<file path="config.mk">
export PLATFORM = sky130hd
export DESIGN_NAME = edge_set_list_table_unit
export DESIGN_NICKNAME = d
export VERILOG_FILES = /design/src/rtl/core/eslt_pkg.sv /design/src/rtl/core/edge_set_list_table_unit.sv /design/src/rtl/core/eslt_ram.sv /design/src/rtl/core/eslt_ctrl.sv
export SDC_FILE = /design/constraint.sdc
export NUM_CORES = 1
export LEC_CHECK = 0
export ABC_AREA = 1
export BUFFER_PORTS_ARGS = -buffer_cell sky130_fd_sc_hd__clkbuf_2
export CAP_MARGIN = 20
export CORE_MARGIN = 4
export CORE_UTILIZATION = 55
export CTS_CLUSTER_DIAMETER = 120
export DETAILED_ROUTE_END_ITERATION = 10
export PLACE_DENSITY = 0.74
export SYNTH_ARGS = -nofsm -noshare
export SYNTH_HDL_FRONTEND = slang
export SYNTH_HIERARCHICAL = 1
export SYNTH_SLANG_ARGS = --single-unit
</file>
<file path="constraint.sdc">
create_clock -name clk -period 2.64 [get_ports clk]
set_clock_uncertainty 0.15 [all_clocks]
set_input_delay 0.528 -clock clk [delete_from_list [all_inputs] [get_ports clk]]
set_output_delay 0.528 -clock clk [all_outputs]
set_load 0.05 [all_outputs]
</file>
<file path="src/rtl/core/eslt_pkg.sv">
// Shared types and codes for the edge set list table.
// No dependencies; imported by eslt_ctrl and edge_set_list_table_unit.
package eslt_pkg;

  localparam int NODE_W  = 8;
  localparam int KEY_W   = 2 * NODE_W;
  localparam int CNT_O_W = 5;

  typedef enum logic [1:0] {
    FUNC_ADD    = 2'd0,
    FUNC_REMOVE = 2'd1,
    FUNC_QUERY  = 2'd2,
    FUNC_CLEAR  = 2'd3
  } func_t;

  typedef enum logic [1:0] {
    STAT_OK      = 2'd0,
    STAT_FULL    = 2'd1,
    STAT_NOMATCH = 2'd2
  } status_t;

  // One result item, handed from the sequencer to the output stage.
  typedef struct packed {
    status_t              status;
    logic [CNT_O_W-1:0]   entry_count;
    logic                 found;
  } res_t;

endpackage

</file>
<file path="src/rtl/core/edge_set_list_table_unit.sv">
// Top level of the edge set list table: stream ports, output register,
// entry RAM and sequencer. Depends on eslt_pkg, eslt_ram, eslt_ctrl.
//
// Usage:
//   Each input transfer carries one operation (add, remove, query, clear) on
//   an edge given as a pair of 8-bit node ids. Each produces exactly one
//   output transfer with found, entry_count and status.
//   Entries sit in a RAM of CAPACITY words, one per cycle through a single
//   key comparator under a small sequencer.
// Flow per operation (input transfer to result in the output register):
//   add, clear          : straight to the result, no RAM scan
//   query               : scan of the list (stops at the first hit)
//   remove              : search, then shift of the tail
//   The scan length is set by the one-read-per-cycle RAM port.
//   in_tready is high only while the sequencer is idle; one operation at a
//   time is in flight. The sequencer is idle again in the cycle after the
//   result loads, so even add and clear never overlap the next operation.
// Reset: rst_n (synchronous, active low) empties the list; RAM contents are
//   left as they are and never read before written.
// Stall: a result waits in the output register; the sequencer holds its
//   finished result until that register frees, so nothing is dropped.
module edge_set_list_table_unit
  import eslt_pkg::*;
#(
  parameter int CAPACITY = 16
) (
  input  logic        clk,
  input  logic        rst_n,
  // input: [1:0] func, [9:2] first_node, [17:10] second_node, [23:18] zero
  input  logic        in_tvalid,
  output logic        in_tready,
  input  logic [23:0] in_tdata,
  // output: [0] found, [5:1] entry_count, [7:6] status
  output logic        out_tvalid,
  input  logic        out_tready,
  output logic [7:0]  out_tdata
);

  localparam int AW = $clog2(CAPACITY);

  logic             res_valid;
  logic             res_ready;
  res_t             res;
  logic             wr_en;
  logic [AW-1:0]    wr_addr;
  logic [KEY_W-1:0] wr_data;
  logic [AW-1:0]    rd_addr;
  logic [KEY_W-1:0] rd_data;
  logic [KEY_W-1:0] op_key;
  func_t            op_func;

  logic             out_valid_r;
  logic [7:0]       out_data_r;

  // key layout: first node in the high byte
  assign op_func = func_t'(in_tdata[1:0]);
  assign op_key  = {in_tdata[9:2], in_tdata[17:10]};

  eslt_ram #(
    .WIDTH (KEY_W),
    .DEPTH (CAPACITY)
  ) u_ram (
    .clk     (clk),
    .wr_en   (wr_en),
    .wr_addr (wr_addr),
    .wr_data (wr_data),
    .rd_addr (rd_addr),
    .rd_data (rd_data)
  );

  eslt_ctrl #(
    .CAPACITY (CAPACITY),
    .AW       (AW)
  ) u_ctrl (
    .clk       (clk),
    .rst_n     (rst_n),
    .op_valid  (in_tvalid),
    .op_ready  (in_tready),
    .op_func   (op_func),
    .op_key    (op_key),
    .res_valid (res_valid),
    .res_ready (res_ready),
    .res       (res),
    .wr_en     (wr_en),
    .wr_addr   (wr_addr),
    .wr_data   (wr_data),
    .rd_addr   (rd_addr),
    .rd_data   (rd_data)
  );

  // output register: loads when empty or when its transfer completes
  assign res_ready = !out_valid_r || out_tready;

  always_ff @(posedge clk) begin
    if (!rst_n) begin
      out_valid_r <= 1'b0;
    end else if (res_ready) begin
      out_valid_r <= res_valid;
    end
  end

  always_ff @(posedge clk) begin
    if (res_ready && res_valid) begin
      out_data_r <= {res.status, res.entry_count, res.found};
    end
  end

  assign out_tvalid = out_valid_r;
  assign out_tdata  = out_data_r;

  a_out_hold: assert property (@(posedge clk) disable iff (!rst_n)
    (out_tvalid && !out_tready) |=> (out_tvalid && $stable(out_tdata)))
    else $error("output changed while stalled");

  a_one_in_flight: assert property (@(posedge clk) disable iff (!rst_n)
    (in_tvalid && in_tready) |=> !in_tready)
    else $error("second operation taken while busy");

  a_result_needs_room: assert property (@(posedge clk) disable iff (!rst_n)
    (res_valid && out_valid_r && !out_tready) |=> res_valid)
    else $error("result lost while output stalled");

endmodule

</file>
<file path="src/rtl/core/eslt_ram.sv">
// Generic simple dual-port RAM: one write port, one registered read port.
// No dependencies.
module eslt_ram #(
  parameter int WIDTH = 16,
  parameter int DEPTH = 16
) (
  input  logic                     clk,
  input  logic                     wr_en,
  input  logic [$clog2(DEPTH)-1:0] wr_addr,
  input  logic [WIDTH-1:0]         wr_data,
  input  logic [$clog2(DEPTH)-1:0] rd_addr,
  output logic [WIDTH-1:0]         rd_data
);

  logic [WIDTH-1:0] mem_r [DEPTH];

  always_ff @(posedge clk) begin
    if (wr_en) begin
      mem_r[wr_addr] <= wr_data;
    end
    rd_data <= mem_r[rd_addr];
  end

endmodule

</file>
<file path="src/rtl/core/eslt_ctrl.sv">
// Sequencer for the edge list: walks the RAM one entry per cycle for search
// (through a single key comparator) and for shift-down. Depends on eslt_pkg.
module eslt_ctrl
  import eslt_pkg::*;
#(
  parameter int CAPACITY = 16,
  parameter int AW       = $clog2(CAPACITY)
) (
  input  logic             clk,
  input  logic             rst_n,
  // operation in
  input  logic             op_valid,
  output logic             op_ready,
  input  func_t            op_func,
  input  logic [KEY_W-1:0] op_key,
  // result out
  output logic             res_valid,
  input  logic             res_ready,
  output res_t             res,
  // entry RAM
  output logic             wr_en,
  output logic [AW-1:0]    wr_addr,
  output logic [KEY_W-1:0] wr_data,
  output logic [AW-1:0]    rd_addr,
  input  logic [KEY_W-1:0] rd_data
);

  localparam int CW = $clog2(CAPACITY + 1);
  localparam logic [CW-1:0] CAP = CW'(CAPACITY);

  typedef enum logic [3:0] {
    S_IDLE   = 4'b0001,
    S_SCAN   = 4'b0010,
    S_SHIFT  = 4'b0100,
    S_FINISH = 4'b1000
  } state_t;

  state_t           state_r, state_nxt;
  logic [CW-1:0]    count_r, count_nxt;
  logic [CW-1:0]    ptr_r, ptr_nxt;
  logic             pend_r, pend_nxt;
  logic [AW-1:0]    pend_idx_r, pend_idx_nxt;
  func_t            func_r, func_nxt;
  logic [KEY_W-1:0] key_r, key_nxt;
  logic             found_r, found_nxt;
  status_t          status_r, status_nxt;

  logic             issue;
  logic             hit;
  logic [CW+CNT_O_W-1:0] cnt_ext;

  assign issue   = (ptr_r < count_r);
  assign hit     = pend_r && (rd_data == key_r);
  assign rd_addr = ptr_r[AW-1:0];
  assign cnt_ext = {{CNT_O_W{1'b0}}, count_r};

  assign op_ready        = (state_r == S_IDLE);
  assign res_valid       = (state_r == S_FINISH);
  assign res.found       = found_r;
  assign res.entry_count = cnt_ext[CNT_O_W-1:0];
  assign res.status      = status_r;

  always_comb begin
    state_nxt    = state_r;
    count_nxt    = count_r;
    ptr_nxt      = ptr_r;
    pend_nxt     = pend_r;
    pend_idx_nxt = pend_idx_r;
    func_nxt     = func_r;
    key_nxt      = key_r;
    found_nxt    = found_r;
    status_nxt   = status_r;
    wr_en        = 1'b0;
    wr_addr      = count_r[AW-1:0];
    wr_data      = op_key;

    unique case (state_r)
      S_IDLE: begin
        if (op_valid) begin
          func_nxt   = op_func;
          key_nxt    = op_key;
          found_nxt  = 1'b0;
          status_nxt = STAT_OK;
          ptr_nxt    = '0;
          pend_nxt   = 1'b0;
          unique case (op_func)
            FUNC_ADD: begin
              if (count_r >= CAP) begin
                status_nxt = STAT_FULL;
              end else begin
                wr_en     = 1'b1;
                count_nxt = count_r + 1'b1;
              end
              state_nxt = S_FINISH;
            end
            FUNC_REMOVE, FUNC_QUERY: begin
              state_nxt = S_SCAN;
            end
            default: begin
              count_nxt = '0;
              state_nxt = S_FINISH;
            end
          endcase
        end
      end
      S_SCAN: begin
        // read pipeline keeps running: address ptr_r out, entry pend_idx_r back
        pend_nxt     = issue;
        pend_idx_nxt = ptr_r[AW-1:0];
        ptr_nxt      = ptr_r + CW'(issue);
        if (hit) begin
          found_nxt = 1'b1;
          state_nxt = (func_r == FUNC_QUERY) ? S_FINISH : S_SHIFT;
        end else if (!issue && !pend_r) begin
          status_nxt = (func_r == FUNC_REMOVE) ? STAT_NOMATCH : STAT_OK;
          state_nxt  = S_FINISH;
        end
      end
      S_SHIFT: begin
        // entry k comes back, lands in slot k-1
        pend_nxt     = issue;
        pend_idx_nxt = ptr_r[AW-1:0];
        ptr_nxt      = ptr_r + CW'(issue);
        if (pend_r) begin
          wr_en   = 1'b1;
          wr_addr = pend_idx_r - 1'b1;
          wr_data = rd_data;
        end
        if (!issue && !pend_r) begin
          count_nxt = count_r - 1'b1;
          state_nxt = S_FINISH;
        end
      end
      S_FINISH: begin
        if (res_ready) begin
          state_nxt = S_IDLE;
        end
      end
      default: begin
        state_nxt = S_IDLE;
      end
    endcase
  end

  always_ff @(posedge clk) begin
    if (!rst_n) begin
      state_r <= S_IDLE;
      count_r <= '0;
      ptr_r   <= '0;
      pend_r  <= 1'b0;
    end else begin
      state_r <= state_nxt;
      count_r <= count_nxt;
      ptr_r   <= ptr_nxt;
      pend_r  <= pend_nxt;
    end
  end

  always_ff @(posedge clk) begin
    pend_idx_r <= pend_idx_nxt;
    func_r     <= func_nxt;
    key_r      <= key_nxt;
    found_r    <= found_nxt;
    status_r   <= status_nxt;
  end

  a_count_bound: assert property (@(posedge clk) disable iff (!rst_n)
    count_r <= CAP)
    else $error("entry count above capacity");

  a_scan_no_count_change: assert property (@(posedge clk) disable iff (!rst_n)
    (state_r == S_SCAN) |=> $stable(count_r))
    else $error("count changed during search");

  a_write_when_allowed: assert property (@(posedge clk) disable iff (!rst_n)
    wr_en |-> (state_r == S_SHIFT || state_r == S_IDLE))
    else $error("RAM write outside add or shift");

  a_found_means_ok: assert property (@(posedge clk) disable iff (!rst_n)
    (res_valid && found_r) |-> (status_r == STAT_OK))
    else $error("found result with error status");

  a_shift_after_hit: assert property (@(posedge clk) disable iff (!rst_n)
    (state_r == S_SCAN && hit && func_r == FUNC_REMOVE) |=> (state_r == S_SHIFT))
    else $error("remove hit did not start shift");

endmodule
</file>
==> implementation parameters <==
Parameter                              Value

Clock network
  Number of buffers created by CTS ... 34
  Number of buffers between clock root and the deepest sink ... 3
  Clock transition time at the flip-flop clock pins of the worst setup and hold paths ... 60 ps
  TritonCTS Sinks ... 321
  Buffer count from post-CTS setup fixing ... 0
  Clock root buffer ... sky130_fd_sc_hd__clkbuf_16
  H-tree level count ... 2
  Clock tree from TritonCTS ... yes
  Clock latency at the later pin of the worst-skew pair ... 500 ps

Finish
  Number of inserted filler cells in the final layout ... 1927
  Count of nets after finishing ... 1485
  Post-route insts no fill ... 1803
  Multi-input gate area in the final layout ... 3560 sq um
  Most common library cell in the layout ignoring fill and taps ... sky130_fd_sc_hd__nand2_1
  Share of cells above drive strength 1 ... 12.0%
  Footprint of the flip-flops and latches ... 9330 sq um
  Commonest cells after routing, fill and taps aside ... sky130_fd_sc_hd__nand2_1 (419), sky130_fd_sc_hd__edfxtp_1 (289), sky130_fd_sc_hd__inv_1 (245)
  Final design area excluding fillers ... 16000 sq um
  Number of antenna diodes ... 0
  Area growth from synthesis to final layout ... 13.3%

Placed design
  Place WS ... 147 ps
  Placed insts ... 1741
  Port Buffer Count ... 31
  Detailed placer's ending HPWL ... 19100 um
  Cell area after placement ... 14800 sq um
  Last weighted congestion value of the routability-driven placer ... 0.876

Routing
  First drt pass iteration count ... 5
  Routed length per placed instance ... 17.7 um
  Total detailed-routing wirelength ... 31900 um
  Routed vias ... 9689
  Count of routing violations after the opening detailed-route iteration ... 1005
  Met1 WL ... 13500 um
  Wire length on met3 ... 2370 um
  Antenna violation net count after detailed routing ... 0
  Max layer used ... met4
  DR vias/cell ... 5.37
  DR DRC count ... 0
  Met2 WL ... 15100 um

Setup path
  Cell with the largest stage delay on the worst path ... sky130_fd_sc_hd__mux2i_1
  Top delay family on crit path ... simple AND/OR/NAND/NOR gates
  R2r setup slk ... 220 ps
  Endpoint of the worst register-to-register path ... u_ram/mem_r[3][6]
  Cell-by-cell trace of the critical path ... nor2_2 -> nand3_2 -> nor2_4 -> mux2i_1 -> nand2_1 -> nor2_2 -> buf_12
  Worst setup path endpoint ... u_ram/mem_r[3][6]
  Reg2Reg Depth ... 7
  Worst Setup End Kind ... flip-flop
  Critical path's most frequent cell ... sky130_fd_sc_hd__nor2_2
  Peak fanout along the critical path ... 15
  Worst setup path category ... flip-flop to flip-flop
  WP depth ... 7
  Crit-path max cell delay ... 380 ps
  Type of origin of the critical path ... flip-flop
  Critical path launch point ... u_ctrl/state_r[1]
  Data arrival time at the worst-slack endpoint ... 2470 ps
  Critical path data required time ... 2690 ps
  Crit path buffers/inverters ... 1
  Reg-to-Reg Start ... u_ctrl/state_r[1]

Global routing
  Vias in the first global route ... 9480
  Initial antenna violation count ... 0
  Wire length of the first global-routing pass ... 50500 um
  Largest net degree at the start of global routing ... 69
  Overflow after GRT ... 0
  Total GRT Usage ... 22.7%

Timing
  Final Hold Violating Endpoints ... 0
  Total negative setup slack ... 0 ps
  Setup repair after global routing missed its margin ... false
  Final period demand of the worst path ... 2420 ps
  Fmax achieved ... 413 MHz
  Normalized max-slew margin ... 41.8%
  Setup violators final ... 0
  Worst slew pin tran ... 873 ps
  Count of final max-slew check failures ... 0
  Smallest hold slack ... 65.8 ps
  Fraction of the cycle the final worst path needs ... 91.7%
  Final setup slack of the worst path ... 219 ps

Power and ir drop
  Pwr per Cell Area ... 696 nW/um^2
  Reg power frac ... 50.8%
  Pleak ... 6.82 nW
  Power Internal ... 0.00890 W
  Portion of total power attributed to combinational logic ... 4.5%
  Net switching share of the total power ... 20.3%
  VDD IR max ... 519 uV
  Net switching component of the power ... 0.00226 W
  Clock network fraction of total power ... 44.7%

Yosys
  Synth warnings ... 6
  Share of the yosys chip area belonging to registers ... 65.9%
  Net count of the mapped netlist ... 1433
  Synth Register Bits ... 321
  Netlist area before placement ... 14100 sq um
  Synthesized instance count ... 1395
  Number of unique standard cell types used by synthesis ... 38
  Post-synthesis area per instance ... 10.1 sq um

Min path
  Hold crit path type ... input port to flip-flop
  Worst min-delay path startpoint ... in_tdata[1]

Floorplanning
  Number of rows created at floorplan ... 58
  Die Y ... 168 um
  Ports placed on the boundary ... 38
  Die extent in x ... 168 um
  Initial standard-cell utilization of the core ... 56.0%
  Std-Cell Core Area ... 25300 sq um
  Die area ... 28400 sq um

Outcome
  Run status ... completed

Job
  Number of maximum-capacitance violations ... 0
## Yosys cell counts
cell	instances	share of area, %
sky130_fd_sc_hd__inv_1	246	6.5
sky130_fd_sc_hd__inv_2	5	0.13
sky130_fd_sc_hd__nor2_2	4	0.18
sky130_fd_sc_hd__nor2_4	2	0.16
sky130_fd_sc_hd__mux2i_1	1	0.071
sky130_fd_sc_hd__buf_1	1	0.027
sky130_fd_sc_hd__nand3_1	204	7.2
sky130_fd_sc_hd__a22oi_1	2	0.11
sky130_fd_sc_hd__buf_4	24	1.3
sky130_fd_sc_hd__clkinv_1	1	0.027
sky130_fd_sc_hd__a21oi_1	12	0.42
sky130_fd_sc_hd__o31ai_1	1	0.053
sky130_fd_sc_hd__ha_1	10	0.88
sky130_fd_sc_hd__o21ai_0	12	0.42
sky130_fd_sc_hd__xor2_1	5	0.31
sky130_fd_sc_hd__dfxtp_1	32	4.5
sky130_fd_sc_hd__edfxtp_1	289	61
sky130_fd_sc_hd__nor4_1	1	0.044
sky130_fd_sc_hd__a21oi_2	1	0.062
sky130_fd_sc_hd__mux2_2	9	0.72
sky130_fd_sc_hd__nand3b_1	2	0.11
sky130_fd_sc_hd__nor3_1	6	0.21
sky130_fd_sc_hd__o21a_1	7	0.37
sky130_fd_sc_hd__nor2_1	41	1.1
sky130_fd_sc_hd__clkbuf_2	1	0.035
sky130_fd_sc_hd__clkbuf_1	10	0.27
sky130_fd_sc_hd__nand3_2	3	0.21
sky130_fd_sc_hd__xnor2_1	7	0.43
sky130_fd_sc_hd__a31oi_1	1	0.044
sky130_fd_sc_hd__nand2_4	1	0.080
sky130_fd_sc_hd__o311ai_0	1	0.062
sky130_fd_sc_hd__nor3b_2	1	0.088
sky130_fd_sc_hd__a31o_2	1	0.062
sky130_fd_sc_hd__nand4_1	5	0.22
sky130_fd_sc_hd__buf_6	3	0.24
sky130_fd_sc_hd__nand2_2	3	0.13
sky130_fd_sc_hd__nand2_1	419	11
sky130_fd_sc_hd__buf_2	21	0.74
## timing repair
action	4_1_cts	5_1_grt
gates resized for setup	0	3
hold buffers	0	0
endpoints found under the setup margin	0	224
## logic make-up after synthesis
| kind of cell | synth area share (%) |
|---|---|
| AND/OR/NAND/NOR | 20.9 |
| XOR/XNOR | 0.743 |
| multiplexers | 0.787 |
| buffers and inverters | 9.27 |
| flip-flops | 65.9 |
| AO/OA/AOI/OAI | 1.61 |
| adder cells (fa/ha/maj) | 0.884 |
## metrics by stage
stage,util [%],power (W)
floorplan,-,0.00610
global placement,58.7,0.00625
detailed placement,58.7,0.00627
CTS,63.5,0.0112
global route,63.5,0.0115
finish,63.5,0.0112
## final cells by class
class                   instances  share of cell area (%)
clock buffers                  47                    6.20
clock inverters                15                    1.24
inverters                     252                    5.91
multi-input cells             762                    22.2
well taps                     330                    2.57
flip-flops and latches        321                    58.2
repair buffers                 76                    3.70
## routing by layer
metal  global-route usage, %  vias to the layer above
li1                        -                     4614
met1                    31.2                     4601
met2                    37.3                      399
met3                    3.47                       75
met4                    7.97                        0
met5                       0                        -
## worst register-to-register path, stage by stage (launching register included)
cell and delay, ps:
sky130_fd_sc_hd__dfxtp_1 330, sky130_fd_sc_hd__nor2_2 170, sky130_fd_sc_hd__nand3_2 120, sky130_fd_sc_hd__nor2_4 260, sky130_fd_sc_hd__mux2i_1 380, sky130_fd_sc_hd__nand2_1 230
sky130_fd_sc_hd__nor2_2 240, sky130_fd_sc_hd__buf_12 200
## how the worst min path moves through the flow
stage | end | cells after the start
floorplan | out_tdata[6] | 0
global placement | out_tdata[0] | 0
CTS | u_ctrl/func_r[0] | 1
finish | u_ctrl/func_r[1] | 1
global route | u_ctrl/func_r[0] | 1
detailed placement | out_tdata[7] | 0
## registers in the layout (all words and copies together) (netlist names), 2 cells and up
signal,count
u_ctrl/func_r,2
u_ram/mem_r,256
u_ctrl/pend_idx_r,4
out_tdata,8
u_ctrl/ptr_r,5
u_ram/rd_data,16
u_ctrl/status_r,2
u_ctrl/key_r,16
u_ctrl/state_r,4
u_ctrl/count_r,5
## power groups by stage
stage | clock [W] | sequential (W) | combinational, W
2_1_floorplan | 0 | 0.00577 | 0.000325
3_3_place_gp | 0 | 0.00577 | 0.000476
3_5_place_dp | 0 | 0.00578 | 0.000489
4_1_cts | 0.00505 | 0.00567 | 0.000494
5_1_grt | 0.00528 | 0.00568 | 0.000552
6_report | 0.00499 | 0.00567 | 0.000499
Power figures use the tool's default switching activity.
